`config.mk`:
```
export PLATFORM = sky130hd
export DESIGN_NAME = hpt_queue
export DESIGN_NICKNAME = d
export VERILOG_FILES = /design/src/sv/homogeneous_point_transform_macros.svh /design/src/sv/hpt_pkg.sv /design/src/sv/hpt_queue.sv
export SDC_FILE = /design/constraint.sdc
export NUM_CORES = 1
export LEC_CHECK = 0
export ABC_AREA = 0
export BUFFER_PORTS_ARGS = -buffer_cell sky130_fd_sc_hd__buf_2
export CORE_ASPECT_RATIO = 0.5
export CORE_MARGIN = 1
export CORE_UTILIZATION = 51
export CTS_CLUSTER_SIZE = 40
export DETAILED_ROUTE_END_ITERATION = 16
export PLACE_DENSITY = 0.75
export REMOVE_ABC_BUFFERS = 1
export SETUP_SLACK_MARGIN = 0.1
export SLEW_MARGIN = 20
export SYNTH_ARGS = -nofsm -noshare
export SYNTH_HDL_FRONTEND = slang
export SYNTH_SLANG_ARGS = --single-unit
```
`constraint.sdc`:
```
create_clock -name clk -period 6.9 [get_ports clk]
set_clock_uncertainty 0.15 [all_clocks]
set_input_delay 0.69 -clock clk [delete_from_list [all_inputs] [get_ports clk]]
set_output_delay 0.69 -clock clk [all_outputs]
set_load 0.005 [all_outputs]
```
`src/sv/homogeneous_point_transform_macros.svh`:
```
// Assertion macros shared by the point transform RTL.
`ifndef HOMOGENEOUS_POINT_TRANSFORM_MACROS_SVH
`define HOMOGENEOUS_POINT_TRANSFORM_MACROS_SVH
`ifndef ASSERT_OFF
// Checked on every rising edge of clk, suspended while rst is high.
`define HPT_ASSERT(lbl, prop) \
  lbl: assert property (@(posedge clk) disable iff (rst) prop) \
    else $error("homogeneous_point_transform: assertion failed");
// Checked on every rising edge of clk, also during reset.
`define HPT_ASSERT_ALWAYS(lbl, prop) \
  lbl: assert property (@(posedge clk) prop) \
    else $error("homogeneous_point_transform: assertion failed");
`else
`define HPT_ASSERT(lbl, prop)
`define HPT_ASSERT_ALWAYS(lbl, prop)
`endif
`endif

```
`src/sv/hpt_pkg.sv`:
```
// Shared constants and types of the homogeneous point transform.
package hpt_pkg;

  localparam int FRAC_BITS_DEF = 16;
  localparam int COORD_W       = 32;
  localparam int NUM_REGS      = 8;
  localparam int REG_W         = 64;
  localparam int REG_SEL_W     = $clog2(NUM_REGS);
  localparam int IDX_W         = 4;
  localparam int SUM_W         = 66;
  localparam int MAG_W         = SUM_W - 1;
  localparam int QUO_W         = 32;
  localparam int RW            = MAG_W + QUO_W;
  localparam int QUEUE_DEPTH   = 4;
  localparam int NUM_COLS      = 4;
  localparam int NUM_LANES     = 3;
  localparam int COL_W         = 3;

  typedef struct packed {
    logic [MAG_W-1:0] mag_x;
    logic [MAG_W-1:0] mag_y;
    logic [MAG_W-1:0] mag_z;
    logic [MAG_W-1:0] mag_w;
    logic             neg_x;
    logic             neg_y;
    logic             neg_z;
    logic             zero_w;
  } job_t;

  typedef struct packed {
    logic full;
    logic empty;
  } qstat_t;

endpackage

```
`src/sv/hpt_queue.sv`:
```
// Short FIFO of classified jobs between the front end and the divider.
module hpt_queue #(
  parameter int DEPTH = hpt_pkg::QUEUE_DEPTH
) (
  input  logic            clk,
  input  logic            rst,
  input  logic            push_valid,
  input  hpt_pkg::job_t   push_data,
  input  logic            pop,
  output hpt_pkg::job_t   pop_data,
  output hpt_pkg::qstat_t qstat
);

  localparam int PW = (DEPTH > 1) ? $clog2(DEPTH) : 1;
  localparam int CNT_W = $clog2(DEPTH + 1);

  hpt_pkg::job_t    store [DEPTH];
  logic [PW-1:0]    wr_ptr, rd_ptr;
  logic [CNT_W-1:0] count;
  logic             push, take;

  assign qstat.full  = (count == CNT_W'(DEPTH));
  assign qstat.empty = (count == '0);
  assign push        = push_valid && !qstat.full;
  assign take        = pop && !qstat.empty;
  assign pop_data    = store[rd_ptr];

  always_ff @(posedge clk) begin
    if (push) begin
      store[wr_ptr] <= push_data;
    end
  end

  always_ff @(posedge clk) begin
    if (rst) begin
      wr_ptr <= '0;
      rd_ptr <= '0;
      count  <= '0;
    end else begin
      if (push) begin
        wr_ptr <= (wr_ptr == PW'(DEPTH - 1)) ? '0 : wr_ptr + 1'b1;
      end
      if (take) begin
        rd_ptr <= (rd_ptr == PW'(DEPTH - 1)) ? '0 : rd_ptr + 1'b1;
      end
      if (push && !take) begin
        count <= count + 1'b1;
      end else if (take && !push) begin
        count <= count - 1'b1;
      end
    end
  end

endmodule

```
==> flow_metrics.py, run 1 <==
metrics = {
    "synthesis": {
        "synth-seq-cells": 1065,
        "yosysSeqAreaShare_pct": 82.1,
        "synth.avg_cell_area_um2": 27.2,
        "synthCells": 1429,
        "synth_top_area_share_pct": 81.6,
        "syn_area_um2": 38900,
        "synth_area_leaders": "edfxtp_1 (82%), mux4_2 (15%), buf_12 (1.5%)",
        "yosys.area.top_type": "edfxtp_1",
        "yosysWarnings": 0,
        "synth.distinct_cells": 24,
    },
    "place": {
        "io_buffers": 533,
        "placed_cell_area_um2": 42400,
        "gp_congestion": 0.763,
        "dp_hpwl_um": 51000,
    },
    "floorplan": {
        "die_height_um": 197,
        "initial_core_util_pct": 51.6,
        "die-area_um2": 77400,
        "fp.dieW_um": 392,
        "core_um2": 75200,
        "num_rows": 71,
        "ios": 534,
    },
    "grt": {
        "antenna_found_initial": 25,
        "grt_overflow": 0,
        "grtUsageMet3_pct": 3.72,
        "grtUsageMet1_pct": 26.6,
        "grtUsageTotal_pct": 21.4,
        "grt_max_degree": 145,
        "grt-busiest-layer": "met2",
        "gr-usage-met2_pct": 36.7,
        "grt_pass1_vias": 17800,
        "grt_pass1_wl_um": 119000,
    },
    "worst_hold_path": {
        "holdPathStages": 1,
        "min_path_type": "in2reg",
    },
    "sta": {
        "setup-violations-final": 0,
        "finalMaxSlewViolations": 0,
        "grt_setup_unrepaired": "no",
        "max_slew_margin_pct": 29.4,
        "period_share_pct": 57.4,
        "tightest_slew_ns": 1.06,
        "post-route-min-period_ns": 3.96,
        "fmax_mhz": 252,
        "fin_tns_setup_ns": 0,
        "final_hold_viol_count": 0,
    },
    "routing": {
        "ant_nets": 0,
        "drt-initial-drc-count": 1494,
        "avgRoutedWirePerCell_um": 26.7,
        "drc_errors": 0,
        "routed-via-count": 17600,
        "dr.pass1.iters": 5,
        "vias_per_cell": 5.63,
        "wirelength_um": 83500,
    },
    "pwr": {
        "p_seq_share_pct": 50.3,
        "pwr_density_cell_nw_per_um2": 355,
        "clkPwrFrac_pct": 30.0,
        "p_sw_w": 0.00411,
        "leakagePower_nw": 14.8,
        "max-vdd-ir-drop_uv": 228,
        "p_sw_share_pct": 25.7,
        "p_int_w": 0.0119,
        "power_frac_comb_pct": 19.7,
    },
    "cts": {
        "cts_max_level": 3,
        "cts_buffers": 89,
        "cts_hold_buf": 0,
        "cts.sink_count": 1065,
        "root_buffer": "clkbuf_16",
        "clock_latency_ns": 0.65,
        "postCtsSetupBuffers": 0,
        "ctsResizeCount": 0,
        "clk_path_buf_depth": 3,
        "path_clk_slew_ns": 0.07,
        "cts_tree": "yes",
    },
    "critical_path": {
        "critPathLaunchType": "flop",
        "crit_chain": "buf_12, mux4_2, buf_2",
        "worstPathRequired_ns": 6.06,
        "slowest_delay_ns": 0.92,
        "arrival_ns": 3.12,
        "rr_worst_depth": 4,
        "end_kind": "output pin",
        "crit_slowest_cell": "dfxtp_4",
        "critical_path_class": "reg2out",
        "crit_fanout": 90,
    },
    "finish": {
        "area_delta_synth_final_pct": 16.2,
        "drive_gt1_share_pct": 45.5,
        "post-route-cell-area_um2": 45200,
        "postLayoutCoreUtil_pct": 60.0,
        "nFillCells": 5187,
        "nets": 2286,
    },
    "run": {
        "maxCapViolations": 0,
    },
    "run_status": {
        "status": "finished clean",
    },
}
-- cell usage after synthesis, drive strengths merged --
cell type and count:
nor2 4, nand3 2, buf 57, o21ai 2
edfxtp 1056, a21oi 3, nor3 2, mux2i 2
dfxtp 9, mux4 264, fa 1, and3 4
o31ai 2, clkbuf 4, inv 5, xor2 2
or3b 1, ha 6, or3 2, nand2 1
-- worst max-delay path, delay by kind of cell, from the launching register on --
| family | cells | cell delay, ns |
|---|---|---|
| DFF | 1 | 0.92 |
| muxes | 1 | 0.60 |
| buffers and inverters | 2 | 0.86 |
-- metal layers --
layer  wire length (um)  vias to the layer above
met2              45800                      573
li1                   -                     7428
met4               3690                        6
met3               3590                      172
met1              30400                     9431
met5                 29                        -
-- final cells by class --
| class | instances | area, um^2 | share of cell area [%] |
|---|---|---|---|
| antenna | 22 | 55.1 | 0.122 |
| clock buffer | 108 | 2320 | 5.14 |
| clock inverter | 54 | 404 | 0.895 |
| inverter | 5 | 18.8 | 0.0416 |
| multi-input combinational | 298 | 6230 | 13.8 |
| sequential | 1065 | 31900 | 70.6 |
| tap | 1022 | 1280 | 2.83 |
| timing repair buffer | 552 | 2950 | 6.53 |
-- cells in the final DEF, fill, tap and decap left out, drive strengths merged --
cell	n
a21oi	3
and3	4
buf	552
bufinv	4
clkbuf	108
clkinv	42
clkinvlp	4
dfxtp	9
diode	22
edfxtp	1056
fa	1
ha	6
inv	9
mux2i	2
mux4	264
nand2	1
nand3	2
nor2	4
nor3	2
o21ai	2
o31ai	2
or3	2
or3b	1
xor2	2
-- path summary, 6_finish.rpt --
kind | startpoint | end | slack [ns]
setup reg to reg | count[0]$_SDFFE_PP0P_ | store[1][119]$_DFFE_PP_ | 3.81
hold / removal | push_data[53] | store[1][53]$_DFFE_PP_ | 0.09
hold reg to reg | rd_ptr[0]$_SDFFE_PP0P_ | flop | 0.34
setup / recovery | flop | pop_data[71] | 2.94
-- registers in the layout, indices dropped and copies added (netlist names), named ones only --
name,flops
count,3
rd_ptr,2
store,1056
wr_ptr,2
-- kinds of logic (layout without fill, tap and decap cells) --
family	count (synthesis)	in the layout	synth area share, %
XOR/XNOR	2	2	0.0451
multiplexers	266	266	15.4
AO/OA/AOI/OAI	7	7	0.116
flip-flops	1065	1065	82.1
adder cells (fa/ha/maj)	7	7	0.245
other	0	22	0
AND/OR/NAND/NOR	16	16	0.219
buffers and inverters	66	719	1.96
-- stage by stage --
| step | instances | total power [W] | setup slack [ns] | hold WS (ns) |
|---|---|---|---|---|
| 3_5_place_dp | 2942 | 0.0114 | 3.49 | 0.330 |
| 6_report | 3126 | 0.0160 | 2.94 | 0.0877 |
| 3_3_place_gp | 2942 | 0.0113 | 3.53 | 0.330 |
| 4_1_cts | 3104 | 0.0162 | 2.76 | 0.0369 |
| 5_1_grt | 3124 | 0.0166 | 2.67 | 0.0484 |
| 2_1_floorplan | 1368 | 0.0106 | -5.56 | 0.306 |
-- power by group through the flow --
stage	combinational (W)	clock (W)	sequential, W
after floorplan	0.00210	0	0.00852
after global placement	0.00317	0	0.00815
after detailed placement	0.00320	0	0.00819
after CTS	0.00322	0.00489	0.00805
after global routing	0.00334	0.00513	0.00810
final	0.00316	0.00480	0.00805
No activity file was read; power rests on OpenSTA's default activity.
==> run 2: changes to the inputs <==
ABC_AREA = 1   (was 0)
CORE_UTILIZATION = 52   (was 51)
PLACE_DENSITY = 0.76   (was 0.75)
clock period = 3.6 ns   (was 6.9 ns; I/O delays follow)
==> flow_metrics.py, run 2 <==
metrics = {
    "run_status": {
        "status": "finished clean",
    },
    "grt": {
        "grtUsageTotal_pct": 25.3,
        "grt_pass1_vias": 25600,
        "grt_pass1_wl_um": 148000,
        "grt_max_degree": 219,
        "grt_overflow": 0,
        "antenna_found_initial": 16,
    },
    "routing": {
        "drt-initial-drc-count": 2450,
        "wirelength_um": 101000,
        "drc_errors": 0,
        "vias_per_cell": 5.79,
        "routed-via-count": 26100,
        "dr.pass1.iters": 8,
        "avgRoutedWirePerCell_um": 22.4,
        "ant_nets": 0,
    },
    "synthesis": {
        "synth_top_family_by_area": "compound AO/OA/AOI/OAI gates",
        "synth.distinct_cells": 22,
        "yosysSeqAreaShare_pct": 80.7,
        "async_flop_share_pct": 0,
        "synth-simple-area-share_pct": 5.38,
        "yosys.area.top_type": "edfxtp_1",
        "synthAdderAreaFrac_pct": 0.241,
        "synth_most_common_cell": "edfxtp_1",
        "ys.flop_type": "edfxtp_1",
        "synthCells": 2624,
        "synth-seq-cells": 1065,
        "synth_top_area_share_pct": 80.3,
        "muxShareOfSynthArea_pct": 0,
        "synth-xor-area-share_pct": 0.0222,
        "synth_area_leaders": "edfxtp_1 (80%), o21ai_0 (5.7%), nor2_1 (5.2%)",
        "synth-compound-area-share_pct": 10.9,
        "yosys-top-cells-count": "edfxtp_1 (1,056), nor2_1 (545), o21ai_0 (448), o22ai_1 (264)",
        "synth.avg_cell_area_um2": 15.1,
        "synth_edf_count": 1056,
        "yosysWarnings": 0,
        "syn_area_um2": 39500,
    },
    "sta": {
        "fin_tns_setup_ns": 0,
        "final_hold_viol_count": 0,
        "setup-violations-final": 0,
        "tightest_slew_ns": 1.12,
        "grt_setup_unrepaired": "no",
        "max_slew_margin_pct": 25.6,
        "finalMaxSlewViolations": 0,
        "period_share_pct": 89.4,
        "fmax_mhz": 311,
        "post-route-min-period_ns": 3.22,
    },
    "worst_hold_path": {
        "holdPathStages": 2,
        "hold_path_end": "store[1][89]$_DFFE_PP_",
        "worstHoldStart": "push_data[89]",
        "min_path_type": "in2reg",
    },
    "place": {
        "dp_hpwl_um": 56200,
        "io_buffers": 533,
        "gp_congestion": 0.814,
    },
    "cts": {
        "cts_max_level": 3,
        "cts_tree": "yes",
        "postCtsSetupBuffers": 0,
        "cts_buffers": 90,
        "ctsResizeCount": 0,
        "cts.sink_count": 1065,
        "clock_latency_ns": 0.65,
        "clk_path_buf_depth": 3,
        "path_clk_slew_ns": 0.07,
        "root_buffer": "clkbuf_16",
    },
    "floorplan": {
        "fp.dieW_um": 392,
        "core_um2": 75200,
        "die_height_um": 197,
        "die-area_um2": 77200,
        "initial_core_util_pct": 52.6,
        "ios": 534,
        "num_rows": 71,
    },
    "pwr": {
        "max-vdd-ir-drop_uv": 677,
        "total_power_w": 0.0348,
        "pwr_density_cell_nw_per_um2": 712,
        "leakagePower_nw": 17.1,
    },
    "finish": {
        "nets": 3670,
        "largest_reg_flops": 1056,
        "area_delta_synth_final_pct": 23.6,
        "nFillCells": 4966,
        "drive_gt1_share_pct": 20.9,
        "reg.largest.list": "store x1056, count x3",
        "top_register": "store",
        "final_cell_mix": "edfxtp_1 (1,056), nor2_1 (541), buf_2 (533), o21ai_0 (448), dlygate4sd3_1 (267)",
        "layout_commonest_cell": "edfxtp_1",
    },
    "critical_path": {
        "arrival_ns": 2.71,
        "crit_fanout": 126,
        "critical_path_class": "reg2out",
        "r2r_setup_slack_ns": 1.13,
        "rr_worst_depth": 6,
        "worstPathRequired_ns": 3.09,
        "end_kind": "output pin",
        "rr_startpoint": "count[0]$_SDFFE_PP0P_",
        "r2r-end": "store[2][6]$_DFFE_PP_",
        "critPathLaunchType": "flop",
    },
    "run": {
        "maxCapViolations": 0,
    },
}
## run 2: metrics by stage
stage | instances | worst slack (ns) | instance area (um^2) | hold WS [ns] | util [%]
5_1_grt | 4501 | 0.215 | 48800 | 0.281 | 65.0
4_1_cts | 4483 | 0.318 | 48800 | 0.265 | 64.9
6_report | 4505 | 0.381 | 48800 | 0.292 | 65.0
3_3_place_gp | 4058 | 1.12 | 43200 | 0.349 | 57.5
3_5_place_dp | 4058 | 1.09 | 43200 | 0.358 | 57.5
2_1_floorplan | 2449 | -9.82 | 38500 | 0.282 | -
## run 2: how the worst max path moves through the flow
stage	start	endpoint	slack, ns	cells past startpoint
after floorplan	flop	pop_data[0]	-9.82	3
after detailed placement	flop	pop_data[173]	1.09	4
final	flop	pop_data[89]	0.38	4
after global routing	flop	pop_data[120]	0.22	4
after global placement	flop	pop_data[173]	1.12	4
after CTS	flop	pop_data[146]	0.32	4
## run 2: final cells by class
cell class              count  area, um^2  area share (%)
clock buffers             111        2380            4.88
inverters                  18        91.3           0.187
well taps                1022        1280            2.62
multi-input cells        1366        6570            13.5
flip-flops and latches   1065       31900            65.3
clock inverters            47         470           0.964
diodes                     22        55.1           0.113
repair buffers            854        6080            12.5
## run 2: cells by family after synthesis
family | after synthesis
XOR/XNOR | 1
flip-flops | 1065
buffers and inverters | 193
AO/OA/AOI/OAI | 795
adder cells (fa/ha/maj) | 7
AND/OR/NAND/NOR | 563
## run 2: what timing repair did
action	4_1_cts	5_1_grt
endpoints found under the setup margin	0	0
hold buffers	267	0
hold endpoints to repair	1065	0
## run 2: per-layer routing
metal / vias up / share of wire (%) / GRT usage, % / wire, um
li1: 11500 / - / - / -
met1: 12900 / 36 / 29.3 / 36100
met5: - / 0 / 0 / 0
met3: 346 / 5.5 / 4.10 / 5590
met4: 0 / 7.0 / 16.8 / 7040
met2: 1315 / 52 / 43.8 / 52400
## run 2: worst max-delay path: stages, from the launching register on
cell     delay (ns)
dfxtp_4        0.63
buf_12         0.45
o21ai_0        0.35
o22ai_1        0.37
buf_2          0.19
## run 2: report_power, final
part	total, W	leakage [nW]	internal [W]	switching, W
clock network	0.00965	1.40	0.00529	0.00436
logic	0.00965	5.91	0.00327	0.00638
registers	0.0155	9.75	0.0151	0.000370
total	0.0348	17.1	0.0236	0.0111
==> run 3: changes to the inputs <==
CORE_UTILIZATION = 35   (was 52)
PLACE_DENSITY = not set   (was 0.76)
==> flow_metrics.py, run 3 (synthesis gave the netlist of run 2 again) <==
metrics = {
    "run_status": {
        "status": "finished clean",
    },
    "grt": {
        "grt_pass1_vias": 24200,
        "gr-usage-met2_pct": 30.1,
        "antenna_found_initial": 15,
        "grtUsageTotal_pct": 17.1,
        "grtUsageMet1_pct": 20.3,
        "grt_overflow": 0,
        "grt_pass1_wl_um": 149000,
        "grt_max_degree": 169,
        "grtUsageMet3_pct": 2.87,
        "grt-busiest-layer": "met2",
    },
    "routing": {
        "avgRoutedWirePerCell_um": 20.4,
        "routed-via-count": 24800,
        "vias_per_cell": 4.99,
        "drc_errors": 0,
        "wirelength_um": 102000,
        "dr.pass1.iters": 5,
        "ant_nets": 0,
        "drt-initial-drc-count": 1846,
    },
    "cts": {
        "path_clk_slew_ns": 0.07,
        "cts_buffers": 93,
        "ctsResizeCount": 0,
        "cts_tree": "yes",
        "clk_path_buf_depth": 3,
        "cts.sink_count": 1065,
        "clock_latency_ns": 0.67,
        "cts_max_level": 3,
        "root_buffer": "clkbuf_16",
    },
    "floorplan": {
        "die-area_um2": 114000,
        "fp.dieW_um": 477,
        "ios": 534,
        "die_height_um": 240,
        "num_rows": 86,
        "initial_core_util_pct": 35.6,
        "core_um2": 111000,
    },
    "critical_path": {
        "critical_path_class": "reg2out",
        "crit_slowest_cell": "dfxtp_4",
        "crit_fanout": 148,
        "slowest_delay_ns": 0.70,
        "arrival_ns": 2.73,
        "crit_chain": "buf_12, o21ai_0, o22ai_1, buf_2",
        "end_kind": "output pin",
        "worstPathRequired_ns": 3.09,
        "critPathLaunchType": "flop",
    },
    "finish": {
        "nets": 3668,
        "final_cell_mix": "edfxtp_1 (1,056), nor2_1 (541), buf_2 (533), o21ai_0 (448), dlygate4sd3_1 (267)",
        "top_register": "store",
        "area_delta_synth_final_pct": 25.2,
        "reg.largest.list": "store x1056, count x3",
        "largest_reg_flops": 1056,
        "postLayoutCoreUtil_pct": 44.5,
        "layout_commonest_cell": "edfxtp_1",
        "drive_gt1_share_pct": 20.7,
        "finalNonFillerCells": 4978,
        "post-route-cell-area_um2": 49500,
    },
    "pwr": {
        "p_sw_share_pct": 32.2,
        "max-vdd-ir-drop_uv": 532,
        "p_int_w": 0.0236,
        "power_frac_comb_pct": 27.5,
        "total_power_w": 0.0347,
        "p_sw_w": 0.0112,
        "p_seq_share_pct": 44.4,
        "leakagePower_nw": 17.1,
        "clkPwrFrac_pct": 28.1,
        "pwr_density_cell_nw_per_um2": 702,
    },
    "sta": {
        "fin_tns_setup_ns": 0,
        "tightest_slew_ns": 1.00,
        "setup-violations-final": 0,
        "grt_setup_unrepaired": "no",
        "fmax_mhz": 308,
        "period_share_pct": 90.1,
        "max_slew_margin_pct": 33.1,
        "post-route-min-period_ns": 3.24,
        "final_hold_viol_count": 0,
        "finalMaxSlewViolations": 0,
    },
    "place": {
        "io_buffers": 533,
        "gp_congestion": 0.780,
        "dpl.cell_count": 4527,
        "placed_cell_area_um2": 43800,
        "dp_hpwl_um": 59700,
    },
    "worst_hold_path": {
        "min_path_type": "in2reg",
    },
    "run": {
        "maxCapViolations": 0,
    },
}
[run 3: cell count changes in the layout (fill, tap and decap cells not counted), sizes merged]
cell	previous run	this run
diode	22	14
inv	23	26
bufinv	8	5
clkinv	32	44
clkbuf	111	109
clkinvlp	2	4
buf	587	582
[run 3: final timing paths]
kind	depth (start not counted)	slack, ns	startpoint	end
max	4	0.36	flop	pop_data[10]
min	2	0.26	push_data[229]	store[2][229]$_DFFE_PP_
max reg2reg	6	1.09	count[0]$_SDFFE_PP0P_	store[3][211]$_DFFE_PP_
min reg2reg	2	0.40	count[1]$_SDFFE_PP0P_	count[1]$_SDFFE_PP0P_
[run 3: metal layers]
layer,routed length [um],up-vias,part of all wire [%]
met5,13,-,0.013
met4,5080,2,5.0
met3,3970,204,3.9
met2,53500,622,53
met1,39200,12500,39
li1,-,11500,-
[run 3: area by class of cell]
| cell class | count | area, um^2 |
|---|---|---|
| clock buffer | 109 | 2410 |
| inverter | 18 | 91.3 |
| multi-input combinational | 1366 | 6570 |
| timing repair buffer | 849 | 6070 |
| tap | 1496 | 1870 |
| clock inverter | 61 | 508 |
| antenna | 14 | 35.0 |
| sequential | 1065 | 31900 |
| fill | 9858 | 61600 |
[run 3: what timing repair did]
action                     4_1_cts  5_1_grt
setup endpoints to repair        0        0
hold endpoints to repair      1065        0
setup buffers                    0        0
hold buffers                   267        0
[run 3: critical path, delay by kind of cell, from the launching register on]
family                 cells  cell delay [ns]
flip-flops                 1             0.70
buffers and inverters      2             0.62
AO/OA/AOI/OAI              2             0.51
[run 3: stage by stage]
stage | hold WS [ns] | worst slack, ns
6_report | 0.264 | 0.357
5_1_grt | 0.236 | 0.206
4_1_cts | 0.217 | 0.344
3_5_place_dp | 0.379 | 1.08
3_3_place_gp | 0.364 | 1.11
2_1_floorplan | 0.282 | -9.82
[run 3: power groups by stage]
stage	combinational, W	clock [W]	sequential [W]
2_1_floorplan	0.00378	0	0.0163
4_1_cts	0.00973	0.00996	0.0154
3_5_place_dp	0.00944	0	0.0157
6_report	0.00956	0.00975	0.0154
5_1_grt	0.0104	0.0105	0.0155
3_3_place_gp	0.00932	0	0.0156
